===== config.mk =====
export PLATFORM = sky130hd
export DESIGN_NAME = multilevel_queue_slot_scheduler_core
export DESIGN_NICKNAME = d
export VERILOG_FILES = /design/src/rtl/core/mlqs_pkg.sv /design/src/rtl/core/multilevel_queue_slot_scheduler_core.sv /design/src/rtl/core/mlqs_ram.sv /design/src/rtl/core/mlqs_level_sel.sv
export SDC_FILE = /design/constraint.sdc
export NUM_CORES = 2
export LEC_CHECK = 0
export BUFFER_PORTS_ARGS = -buffer_cell sky130_fd_sc_hd__buf_2
export CORE_AREA = 2 2 309 311
export DETAILED_ROUTE_END_ITERATION = 10
export DIE_AREA = 0 0 311 313
export GPL_TIMING_DRIVEN = 1
export PLACE_DENSITY = 0.69
export REMOVE_ABC_BUFFERS = 1
export SYNTH_ARGS = -nofsm -noshare
export SYNTH_HDL_FRONTEND = slang
export SYNTH_SLANG_ARGS = --single-unit
export TNS_END_PERCENT = 10

===== constraint.sdc =====
create_clock -name clk -period 10.8 [get_ports clk]
set_input_delay 2.7 -clock clk [delete_from_list [all_inputs] [get_ports clk]]
set_output_delay 2.7 -clock clk [all_outputs]
set_load 0.05 [all_outputs]

===== src/rtl/core/mlqs_pkg.sv =====
// Shared constants for the multilevel queue slot scheduler.
// No dependencies; imported by the core, the level search and the checker.
package mlqs_pkg;

    // Default configuration
    localparam int NUM_LEVELS_DEF  = 8;
    localparam int QUEUE_DEPTH_DEF = 16;

    // Fixed field widths
    localparam int ID_W   = 8;
    localparam int PRIO_W = 3;

    // Request opcodes
    localparam logic OP_ADD  = 1'b0;
    localparam logic OP_PICK = 1'b1;

endpackage


===== src/rtl/core/multilevel_queue_slot_scheduler_core.sv =====
// Multilevel ready-queue slot scheduler: one FIFO of ids per level, weighted
// round robin between levels. Requests are handled one at a time: the per-level
// pointer memory is read and written back, then for a pick the id memory is
// read; both memories have a registered read. A result stalled at the output
// only delays the block if the next result is ready before the old one is taken.
// Reset needs no clearing pass: per-level valid bits stand for the reset state.
// Depends on mlqs_pkg, mlqs_ram and mlqs_level_sel.
module multilevel_queue_slot_scheduler_core #(
    parameter int NUM_LEVELS  = mlqs_pkg::NUM_LEVELS_DEF,
    parameter int QUEUE_DEPTH = mlqs_pkg::QUEUE_DEPTH_DEF
) (
    input  logic                        clk,
    input  logic                        rst_n,
    input  logic                        in_valid,
    output logic                        in_stall,
    input  logic                        op,
    input  logic [mlqs_pkg::ID_W-1:0]   proc_id,
    input  logic [mlqs_pkg::PRIO_W-1:0] prio,
    output logic                        out_valid,
    input  logic                        out_stall,
    output logic                        found,
    output logic [mlqs_pkg::ID_W-1:0]   out_id,
    output logic [mlqs_pkg::PRIO_W-1:0] out_prio,
    output logic                        dropped,
    output logic                        all_empty
);

    import mlqs_pkg::*;

    localparam int LVL_W  = $clog2(NUM_LEVELS);
    localparam int PTR_W  = $clog2(QUEUE_DEPTH);
    localparam int CNT_W  = $clog2(QUEUE_DEPTH + 1);
    localparam int CRD_W  = $clog2(NUM_LEVELS + 1);
    localparam int QDEPTH = NUM_LEVELS * QUEUE_DEPTH;
    localparam int QADR_W = $clog2(QDEPTH);

    typedef struct packed {
        logic [PTR_W-1:0] head;
        logic [PTR_W-1:0] tail;
        logic [CNT_W-1:0] cnt;
        logic [CRD_W-1:0] crd;
    } meta_t;

    localparam int META_W = $bits(meta_t);

    typedef enum logic [1:0] {
        S_IDLE,
        S_META,
        S_DATA,
        S_EMIT
    } state_t;

    state_t                state_reg, state_next;
    logic                  op_reg, op_next;
    logic [ID_W-1:0]       id_reg, id_next;
    logic [LVL_W-1:0]      lvl_reg, lvl_next;
    logic                  skip_reg, skip_next;
    logic [LVL_W-1:0]      cur_lvl_reg, cur_lvl_next;
    logic [NUM_LEVELS-1:0] nonempty_reg, nonempty_next;
    logic [NUM_LEVELS-1:0] mvalid_reg, mvalid_next;

    // pending result
    logic                  res_found_reg, res_found_next;
    logic [ID_W-1:0]       res_id_reg, res_id_next;
    logic [PRIO_W-1:0]     res_prio_reg, res_prio_next;
    logic                  res_drop_reg, res_drop_next;
    logic                  res_empty_reg, res_empty_next;

    // output register
    logic                  out_valid_reg, out_valid_next;
    logic                  found_reg, found_next;
    logic [ID_W-1:0]       out_id_reg, out_id_next;
    logic [PRIO_W-1:0]     out_prio_reg, out_prio_next;
    logic                  dropped_reg, dropped_next;
    logic                  all_empty_reg, all_empty_next;

    // memory ports
    logic                  meta_rd_en, meta_wr_en;
    logic [LVL_W-1:0]      meta_rd_addr;
    logic [META_W-1:0]     meta_rdata, meta_wdata;
    logic                  q_rd_en, q_wr_en;
    logic [QADR_W-1:0]     q_rd_addr, q_wr_addr;
    logic [ID_W-1:0]       q_rdata;

    // datapath
    logic                  pick_hit;
    logic [LVL_W-1:0]      pick_lvl;
    logic [LVL_W-1:0]      sel_lvl;
    logic                  sel_skip;
    meta_t                 meta_cur, meta_upd;
    logic                  level_full;
    logic [PTR_W-1:0]      head_inc, tail_inc;
    logic [CNT_W-1:0]      cnt_dec;
    logic [CRD_W-1:0]      crd_dec, crd_full;
    logic                  refill;
    logic [LVL_W-1:0]      lvl_wrap;
    logic [QADR_W-1:0]     q_base;
    logic [NUM_LEVELS-1:0] nonempty_upd;
    logic                  out_free;
    logic                  emit;
    logic                  e_found, e_drop, e_empty;
    logic [ID_W-1:0]       e_id;
    logic [PRIO_W-1:0]     e_prio;

    mlqs_ram #(
        .WIDTH (META_W),
        .DEPTH (NUM_LEVELS)
    ) u_meta_ram (
        .clk     (clk),
        .wr_en   (meta_wr_en),
        .wr_addr (lvl_reg),
        .wr_data (meta_wdata),
        .rd_en   (meta_rd_en),
        .rd_addr (meta_rd_addr),
        .rd_data (meta_rdata)
    );

    mlqs_ram #(
        .WIDTH (ID_W),
        .DEPTH (QDEPTH)
    ) u_queue_ram (
        .clk     (clk),
        .wr_en   (q_wr_en),
        .wr_addr (q_wr_addr),
        .wr_data (id_reg),
        .rd_en   (q_rd_en),
        .rd_addr (q_rd_addr),
        .rd_data (q_rdata)
    );

    mlqs_level_sel #(
        .NUM_LEVELS (NUM_LEVELS)
    ) u_level_sel (
        .busy  (nonempty_reg),
        .start (cur_lvl_reg),
        .hit   (pick_hit),
        .level (pick_lvl)
    );

    // level chosen at request time; out-of-range add or empty pick is skipped
    always_comb
    begin
        if (op == OP_ADD)
        begin
            sel_lvl  = LVL_W'(prio);
            sel_skip = (int'(prio) >= NUM_LEVELS);
        end
        else
        begin
            sel_lvl  = pick_lvl;
            sel_skip = !pick_hit;
        end
    end

    // level record, reset value until first written
    always_comb
    begin
        if (mvalid_reg[lvl_reg])
        begin
            meta_cur = meta_t'(meta_rdata);
        end
        else
        begin
            meta_cur.head = '0;
            meta_cur.tail = '0;
            meta_cur.cnt  = '0;
            meta_cur.crd  = crd_full;
        end
    end

    // pointer, count and credit arithmetic
    assign crd_full   = CRD_W'(NUM_LEVELS) - CRD_W'(lvl_reg);
    assign level_full = meta_cur.cnt >= CNT_W'(QUEUE_DEPTH);
    assign head_inc   = (meta_cur.head == PTR_W'(QUEUE_DEPTH - 1)) ? '0
                                                                   : meta_cur.head + PTR_W'(1);
    assign tail_inc   = (meta_cur.tail == PTR_W'(QUEUE_DEPTH - 1)) ? '0
                                                                   : meta_cur.tail + PTR_W'(1);
    assign cnt_dec    = meta_cur.cnt - CNT_W'(1);
    assign crd_dec    = (meta_cur.crd != '0) ? meta_cur.crd - CRD_W'(1) : meta_cur.crd;
    assign refill     = (crd_dec == '0) || (cnt_dec == '0);
    assign lvl_wrap   = (lvl_reg == LVL_W'(NUM_LEVELS - 1)) ? '0 : lvl_reg + LVL_W'(1);
    assign q_base     = QADR_W'(lvl_reg) * QADR_W'(QUEUE_DEPTH);
    assign out_free   = !out_valid_reg || !out_stall;

    // control and next-state logic
    always_comb
    begin
        state_next     = state_reg;
        op_next        = op_reg;
        id_next        = id_reg;
        lvl_next       = lvl_reg;
        skip_next      = skip_reg;
        cur_lvl_next   = cur_lvl_reg;
        nonempty_next  = nonempty_reg;
        mvalid_next    = mvalid_reg;
        res_found_next = res_found_reg;
        res_id_next    = res_id_reg;
        res_prio_next  = res_prio_reg;
        res_drop_next  = res_drop_reg;
        res_empty_next = res_empty_reg;
        meta_rd_en     = 1'b0;
        meta_rd_addr   = sel_lvl;
        meta_wr_en     = 1'b0;
        meta_upd       = meta_cur;
        q_rd_en        = 1'b0;
        q_rd_addr      = q_base + QADR_W'(meta_cur.head);
        q_wr_en        = 1'b0;
        q_wr_addr      = q_base + QADR_W'(meta_cur.tail);
        nonempty_upd   = nonempty_reg;
        emit           = 1'b0;
        e_found        = res_found_reg;
        e_id           = res_id_reg;
        e_prio         = res_prio_reg;
        e_drop         = res_drop_reg;
        e_empty        = res_empty_reg;

        unique case (state_reg)
            S_IDLE:
            begin
                if (in_valid)
                begin
                    op_next    = op;
                    id_next    = proc_id;
                    lvl_next   = sel_lvl;
                    skip_next  = sel_skip;
                    meta_rd_en = 1'b1;
                    state_next = S_META;
                end
            end

            S_META:
            begin
                e_found = 1'b0;
                e_id    = '0;
                e_prio  = '0;
                e_drop  = 1'b0;
                if (op_reg == OP_ADD)
                begin
                    if (skip_reg || level_full)
                    begin
                        e_drop = 1'b1;
                    end
                    else
                    begin
                        q_wr_en                = 1'b1;
                        meta_upd.tail          = tail_inc;
                        meta_upd.cnt           = meta_cur.cnt + CNT_W'(1);
                        meta_wr_en             = 1'b1;
                        mvalid_next[lvl_reg]   = 1'b1;
                        nonempty_upd[lvl_reg]  = 1'b1;
                    end
                    e_empty = ~|nonempty_upd;
                    emit    = 1'b1;
                end
                else if (skip_reg)
                begin
                    e_empty = ~|nonempty_reg;
                    emit    = 1'b1;
                end
                else
                begin
                    q_rd_en               = 1'b1;
                    meta_upd.head         = head_inc;
                    meta_upd.cnt          = cnt_dec;
                    meta_upd.crd          = refill ? crd_full : crd_dec;
                    meta_wr_en            = 1'b1;
                    mvalid_next[lvl_reg]  = 1'b1;
                    nonempty_upd[lvl_reg] = (cnt_dec != '0);
                    cur_lvl_next          = refill ? lvl_wrap : lvl_reg;
                    res_found_next        = 1'b1;
                    res_prio_next         = PRIO_W'(lvl_reg);
                    res_drop_next         = 1'b0;
                    res_empty_next        = ~|nonempty_upd;
                    state_next            = S_DATA;
                end
                nonempty_next = nonempty_upd;
            end

            S_DATA:
            begin
                e_id = q_rdata;
                emit = 1'b1;
            end

            S_EMIT:
            begin
                emit = 1'b1;
            end

            default:
            begin
                state_next = S_IDLE;
            end
        endcase

        // hand the result to the output register, or park it
        if (emit)
        begin
            if (out_free)
            begin
                state_next = S_IDLE;
            end
            else
            begin
                res_found_next = e_found;
                res_id_next    = e_id;
                res_prio_next  = e_prio;
                res_drop_next  = e_drop;
                res_empty_next = e_empty;
                state_next     = S_EMIT;
            end
        end
    end

    assign meta_wdata = META_W'(meta_upd);

    // output register
    always_comb
    begin
        out_valid_next = out_valid_reg && out_stall;
        found_next     = found_reg;
        out_id_next    = out_id_reg;
        out_prio_next  = out_prio_reg;
        dropped_next   = dropped_reg;
        all_empty_next = all_empty_reg;
        if (emit && out_free)
        begin
            out_valid_next = 1'b1;
            found_next     = e_found;
            out_id_next    = e_id;
            out_prio_next  = e_prio;
            dropped_next   = e_drop;
            all_empty_next = e_empty;
        end
    end

    // state and registered outputs
    always_ff @(posedge clk or negedge rst_n)
    begin
        if (!rst_n)
        begin
            state_reg     <= S_IDLE;
            op_reg        <= OP_ADD;
            id_reg        <= '0;
            lvl_reg       <= '0;
            skip_reg      <= 1'b0;
            cur_lvl_reg   <= '0;
            nonempty_reg  <= '0;
            mvalid_reg    <= '0;
            res_found_reg <= 1'b0;
            res_id_reg    <= '0;
            res_prio_reg  <= '0;
            res_drop_reg  <= 1'b0;
            res_empty_reg <= 1'b0;
            out_valid_reg <= 1'b0;
            found_reg     <= 1'b0;
            out_id_reg    <= '0;
            out_prio_reg  <= '0;
            dropped_reg   <= 1'b0;
            all_empty_reg <= 1'b0;
        end
        else
        begin
            state_reg     <= state_next;
            op_reg        <= op_next;
            id_reg        <= id_next;
            lvl_reg       <= lvl_next;
            skip_reg      <= skip_next;
            cur_lvl_reg   <= cur_lvl_next;
            nonempty_reg  <= nonempty_next;
            mvalid_reg    <= mvalid_next;
            res_found_reg <= res_found_next;
            res_id_reg    <= res_id_next;
            res_prio_reg  <= res_prio_next;
            res_drop_reg  <= res_drop_next;
            res_empty_reg <= res_empty_next;
            out_valid_reg <= out_valid_next;
            found_reg     <= found_next;
            out_id_reg    <= out_id_next;
            out_prio_reg  <= out_prio_next;
            dropped_reg   <= dropped_next;
            all_empty_reg <= all_empty_next;
        end
    end

    assign in_stall  = (state_reg != S_IDLE);
    assign out_valid = out_valid_reg;
    assign found     = found_reg;
    assign out_id    = out_id_reg;
    assign out_prio  = out_prio_reg;
    assign dropped   = dropped_reg;
    assign all_empty = all_empty_reg;

endmodule


===== src/rtl/core/mlqs_ram.sv =====
// Generic single-clock RAM: one write port, one read port, registered read.
// No dependencies.
module mlqs_ram #(
    parameter int WIDTH = 8,
    parameter int DEPTH = 16
) (
    input  logic                     clk,
    input  logic                     wr_en,
    input  logic [$clog2(DEPTH)-1:0] wr_addr,
    input  logic [WIDTH-1:0]         wr_data,
    input  logic                     rd_en,
    input  logic [$clog2(DEPTH)-1:0] rd_addr,
    output logic [WIDTH-1:0]         rd_data
);

    logic [WIDTH-1:0] mem [DEPTH];

    // write port
    always_ff @(posedge clk)
    begin
        if (wr_en)
        begin
            mem[wr_addr] <= wr_data;
        end
    end

    // registered read port
    always_ff @(posedge clk)
    begin
        if (rd_en)
        begin
            rd_data <= mem[rd_addr];
        end
    end

endmodule


===== src/rtl/core/mlqs_level_sel.sv =====
// Level search: first non-empty level at or after the start level, wrapping once.
// Depends on mlqs_pkg.
module mlqs_level_sel #(
    parameter int NUM_LEVELS = mlqs_pkg::NUM_LEVELS_DEF
) (
    input  logic [NUM_LEVELS-1:0]         busy,
    input  logic [$clog2(NUM_LEVELS)-1:0] start,
    output logic                          hit,
    output logic [$clog2(NUM_LEVELS)-1:0] level
);

    import mlqs_pkg::*;

    localparam int LVL_W = $clog2(NUM_LEVELS);

    logic [NUM_LEVELS-1:0] upper;
    logic [LVL_W-1:0]      lvl_hi;
    logic [LVL_W-1:0]      lvl_any;

    // busy levels at or above the start level
    always_comb
    begin
        for (int i = 0; i < NUM_LEVELS; i++)
        begin
            upper[i] = busy[i] && (LVL_W'(i) >= start);
        end
    end

    // lowest set bit of each vector
    always_comb
    begin
        lvl_hi  = '0;
        lvl_any = '0;
        for (int i = NUM_LEVELS - 1; i >= 0; i--)
        begin
            if (upper[i])
            begin
                lvl_hi = LVL_W'(i);
            end
            if (busy[i])
            begin
                lvl_any = LVL_W'(i);
            end
        end
    end

    // wrap to the bottom only when nothing is left at or above the start
    assign hit   = |busy;
    assign level = (|upper) ? lvl_hi : lvl_any;

endmodule


# == Yosys cells after proc, flatten, opt, wreduce, memory -nomap -nowiden ==
# Memories as Yosys holds them, arrays and structs flattened. A register that Yosys moved wholly into a read port is not among the register bits.
# Index checks and enable logic that the tools add are counted.
# Widths: inputs -> output; s select.
# word_totals
wordCells,193
in_bits,16
ff_bits,63
n_memories,2
mem_bits_rw,1160
out_inout_bits,16
# mem_list
memory,depth,width,rd,rd_ports_with_merged_regs,wr,line_no,text
u_queue_ram.mem,128,8,1,1,1,mlqs_ram.sv:16,logic [WIDTH-1:0] mem [DEPTH];
u_meta_ram.mem,8,17,1,1,1,mlqs_ram.sv:16,
# classes
n_mux,100
n_eq_ne,11
order_cmp,11
reduce_logical,37
n_bitwise,4
n_addsub,9
# op_table
op,count
$mux 3,26
$mux 8,8
$mux 1,42
$mux 17,2
$mux 4,8
$reduce_or 8->1,4
$mux 9,2
$or 8x8->8,2
$pmux 8 s2,1
$add 7x4->7,2
$ge 3x3->1 const A,4
$logic_and 1x1->1,11
$mux 2,5
$ne 3x3->1 const B,3
$add 4x1->4 const B,2
$bwmux 8,1
$eq 4x4->1 const B,2
$ge 1x3->1 const A,2
$ge 2x3->1 const A,2
$reduce_and 2->1,3
$reduce_and 3->1,2
$add 5x1->5 const B,1
$ge 5x5->1 const B,1
$logic_not 1->1,5
26 further kinds,31

# == Longest topological paths before layout ==
# depth
ltp_word,14
depth_mapped,18
ltp_nobuf,12

# == By module ==
# Synthesis repeated with hierarchy kept, for this count alone.
# hier_totals
cells_unflattened,2319
area_unflattened_um2,49515.0
# by_module_without_submodules
module,area_per_inst_um2,cells_each,seq_area_each_um2,instances
mlqs_ram at u_queue_ram,39745.6,1635,30989.7,1
mlqs_ram at u_meta_ram,5770.5,227,4594.4,1
multilevel_queue_slot_scheduler_core,3748.6,414,1576.5,1
mlqs_level_sel,250.2,43,0.0,1

# == Least setup slack after synthesis ==
# OpenSTA, ideal clock, no wires.
# synth_path
path_kind,input to register
start,in op
end,"reg u_meta_ram.rd_data[10] (read register of u_meta_ram.mem), data pin"
arrival_ns,4.259
setup_time_ns,0.260
stages,7
t_required_ns,10.540
path_slack_ns,6.281
path_cell_list,nand2_1 -> or2_2 -> nor3b_1 -> o21ai_0 -> nand3_1 -> clkbuf_1 -> mux2_2
# synth_between
elab_chain_cells,1
# synth_rtl
item,line_no,text
start: declaration,multilevel_queue_slot_scheduler_core.sv:16,"input logic op,"
$mux 3,multilevel_queue_slot_scheduler_core.sv:143,if (op == OP_ADD)
end: declaration,mlqs_ram.sv:13,output logic [WIDTH-1:0] rd_data
# No other way between the ends.
# A chain may end at the register's enable or synchronous reset.

# == Worst setup path in the final report ==
# layout_path
start,reg lvl_reg[0]
end,"mem u_queue_ram.mem[412][6], in the netlist u_queue_ram.mem[103][6] (enable)"
# layout_between
elab_chain_cells,10
# layout_rtl
item,line_no,text
start: declaration,multilevel_queue_slot_scheduler_core.sv:56,"logic [LVL_W-1:0] lvl_reg, lvl_next;"
start signal: assignment,multilevel_queue_slot_scheduler_core.sv:367,lvl_reg <= lvl_next;
$bmux 1 s3,multilevel_queue_slot_scheduler_core.sv:158,if (mvalid_reg[lvl_reg])
$mux 1 (not written as such),multilevel_queue_slot_scheduler_core.sv:158,
$mux 17,multilevel_queue_slot_scheduler_core.sv:158,
$ge 5x5->1,multilevel_queue_slot_scheduler_core.sv:173,assign level_full = meta_cur.cnt >= CNT_W'(QUEUE_DEPTH);
$logic_or 1x1->1,multilevel_queue_slot_scheduler_core.sv:239,if (skip_reg || level_full)
$mux 1,multilevel_queue_slot_scheduler_core.sv:239,
$mux 1,multilevel_queue_slot_scheduler_core.sv:237,if (op_reg == OP_ADD)
$mux 1,multilevel_queue_slot_scheduler_core.sv:217,unique case (state_reg)
$mux 1,mlqs_ram.sv:21,if (wr_en)
$mux 1 (not written as such),mlqs_ram.sv:23,mem[wr_addr] <= wr_data;
end: declaration,mlqs_ram.sv:16,
# Several ways; a longest one is shown, not always the timed one. The select of a mux whose other input is x is not followed.

==> out/qor.yml <==
std_cell_rows: 113
overflow: 0
drt-initial-drc-count: 4391
dp_cells: 4447
crit-reg2reg-launch: "lvl_reg[0]"
initial_core_util: 0.544
skew_ns: 0.0409
cp-startpoint: "lvl_reg[0]"
nets: 3334
drt_wl_total_um: 137000
design.die.area_sq_um: 97300
min-delay-start: "mvalid_reg[3]"
die_h_um: 313
instances_no_fill: 4675
root_buffer: "clkbuf_16"
dp_hpwl_um: 82500
ir_drop_uv: 225
slew_violations: 0
min_path_cells: 1
rsz0062_at_grt: "no"
core_area_sq_um: 94200
h-tree-depth: 3
post_cts_buffers: 0
port_buffers: 31
hold_violations: 0
critPathArrivalTime_ns: 6.03
final_cell_mix: "edfxtp_1 (1,185), mux2i_1 (254), nor2_1 (228)"
critPathLaunchType: "register"
reg2reg_depth: 8
async_reset_ff_frac: 0.0505
grt_max_degree: 131
syn-instance-count: 3305
min_path_type: "register to register"
dr_wl_met3_um: 14800
ant_nets: 0
dp_slack_ns: 5.32
firstDrtPassIters: 6
drive_above_1_share: 0.142
synth_cell_types: 80
fin_tns_setup_ns: 0
yosysSeqAreaShare: 0.725
antenna_found_initial: 3
vias_per_cell: 6.61
worstMarginPinSlew_ns: 1.18
clock_latency_ns: 0.73
finalCritPeriodShare: 0.527
timing.final.crit_period_ns: 5.69
highest_layer: "met5"
drc: 0
grt_util_all_layers: 0.279
max_cap_viol_count: 0
max_flop_register: "u_queue_ram.mem"
chipWidth_um: 311
cts_tree: "yes"
path_cells: "nor3_4 -> a32oi_1 -> nand3_4 -> buf_4 -> nand2_1 -> nor4_4 -> nand3_2 -> nor2_1"
worstSetupPathType: "register to register"
crit_fanout: 51
vias: 30900
wl_met1_um: 52300
reg_top3: "u_queue_ram.mem: 1024 flops, u_meta_ram.mem: 136 flops, u_meta_ram.rd_data: 17 flops"
path_clk_slew_ns: 0.07
route.met2.wl_um: 63600
critPathSlowestCell: "nor2_1"
syn_area_sq_um: 51300
final_common_cell: "edfxtp_1"
synth_edf_count: 1185
cp_slowest_stage_delay_ns: 0.97
ys_seq_elements: 1248
outcome: "completed"
fmax_mhz: 176
r2r_end: "u_queue_ram.mem[103][6]"
avgSynthCellArea_sq_um: 15.5
cp_data_required_time_ns: 11.13
ys.flop_type: "edfxtp_1"
grt_pass1_vias: 30200
relSlewSlack: 0.210
fin_total_pwr_mw: 16.3
place_congestion: 0.917
cts_sinks: 1248
cts_made_buffers: 121
cts.repair.resized: 0
finalSetupViolations: 0
largest_reg_flops: 1024
clk_path_buf_depth: 3
cellPowerDensity_nw_per_um2: 288
p_leak_nw: 18.5
ys_warn_count: 0
rrSetupSlack_ns: 5.11
ioPinCount: 32
endpoint_kind: "register"
setup_ws_ns: 5.11
wl_per_cell_um: 29.3
area_growth_pct: 10.4
whs_endpoint: "mvalid_reg[3]"
grt_pass1_wl_um: 202000
cts_hold_buf: 0
-- routing by layer --
metal,vias up,track usage
met5,-,0
met4,4,0.121
met3,339,0.0650
met2,1941,0.435
met1,15600,0.381
li1,13000,-
-- critical path: cells and delay by family (launching register included) --
family | cells | cell delay, ns
buffers and inverters | 1 | 0.68
AND/OR/NAND/NOR | 6 | 3.60
AO/OA/AOI/OAI | 1 | 0.27
flip-flops | 1 | 0.70
-- how the worst max path moves through the flow --
| stage | slack (ns) | to | cells after the start |
|---|---|---|---|
| after floorplan | -3.82 | u_queue_ram.rd_data[1] | 7 |
| final | 5.11 | u_queue_ram.mem[103][6] | 8 |
| after global routing | 4.99 | u_queue_ram.mem[103][2] | 8 |
| after CTS | 5.28 | u_queue_ram.mem[103][6] | 8 |
| after detailed placement | 5.32 | u_queue_ram.mem[103][1] | 8 |
| after global placement | 5.53 | u_meta_ram.rd_data[4] | 7 |
-- metrics by stage --
step	hold WS, ns	util	instance area [sq um]
after floorplan	0.433	-	50300
after global placement	0.449	0.559	52600
after detailed placement	0.452	0.559	52600
after CTS	0.467	0.601	56600
after global routing	0.485	0.601	56600
final	0.466	0.601	56600
-- area by class of cell --
type	instances	area (sq um)
fillers	6979	37600
flip-flops and latches	1248	37200
multi-input cells	1810	13100
clock buffers	149	3190
well taps	1265	1580
clock inverters	78	759
repair buffers	88	621
inverters	36	135
diodes	1	2.50
-- cells by family (layout without fill, tap and decap cells) --
| family | Yosys count | after routing | synth area share |
|---|---|---|---|
| other cells | 0 | 1 | 0 |
| buf+inv | 247 | 351 | 0.0220 |
| mux | 413 | 413 | 0.0973 |
| flops | 1248 | 1248 | 0.725 |
| simple gates | 706 | 706 | 0.0643 |
| compound gates | 669 | 669 | 0.0868 |
| xor+xnor | 9 | 9 | 0.00154 |
| fa+ha+maj | 13 | 13 | 0.00317 |
-- cells in the mapped netlist (all sizes together) (7+ instances only) --
| cell type | number | area share |
|---|---|---|
| a221o | 12 | 0.0023 |
| edfxtp | 1185 | 0.69 |
| a21oi | 181 | 0.018 |
| a31oi | 60 | 0.0073 |
| dfrtp | 63 | 0.031 |
| o221ai | 64 | 0.011 |
| nor3 | 26 | 0.0030 |
| mux4 | 58 | 0.025 |
| nand2 | 193 | 0.014 |
| mux2 | 100 | 0.022 |
| or2 | 9 | 0.0011 |
| ha | 13 | 0.0032 |
| nand3 | 92 | 0.0092 |
| a22oi | 23 | 0.0037 |
| o2bb2ai | 8 | 0.0015 |
| nor2b | 49 | 0.0061 |
| and2 | 13 | 0.0016 |
| or4 | 7 | 0.0010 |
| nor2 | 237 | 0.017 |
| nand2b | 39 | 0.0048 |
| o211ai | 33 | 0.0048 |
| clkbuf | 84 | 0.0062 |
| a211oi | 24 | 0.0035 |
| a221oi | 44 | 0.0075 |
| inv | 34 | 0.0025 |
| o21ai | 147 | 0.014 |
| a222oi | 7 | 0.0014 |
| o22ai | 8 | 0.00098 |
| mux2i | 255 | 0.050 |
| buf | 127 | 0.013 |
| nand4 | 16 | 0.0020 |
| o31ai | 7 | 0.0013 |
-- power by group --
group | switching [mW] | total, mW | internal [mW]
clock network | 1.79 | 4.20 | 2.41
logic | 3.75 | 5.21 | 1.46
registers | 0.555 | 6.92 | 6.36
total | 6.09 | 16.3 | 10.2
No activity file was read; power rests on OpenSTA's default activity.
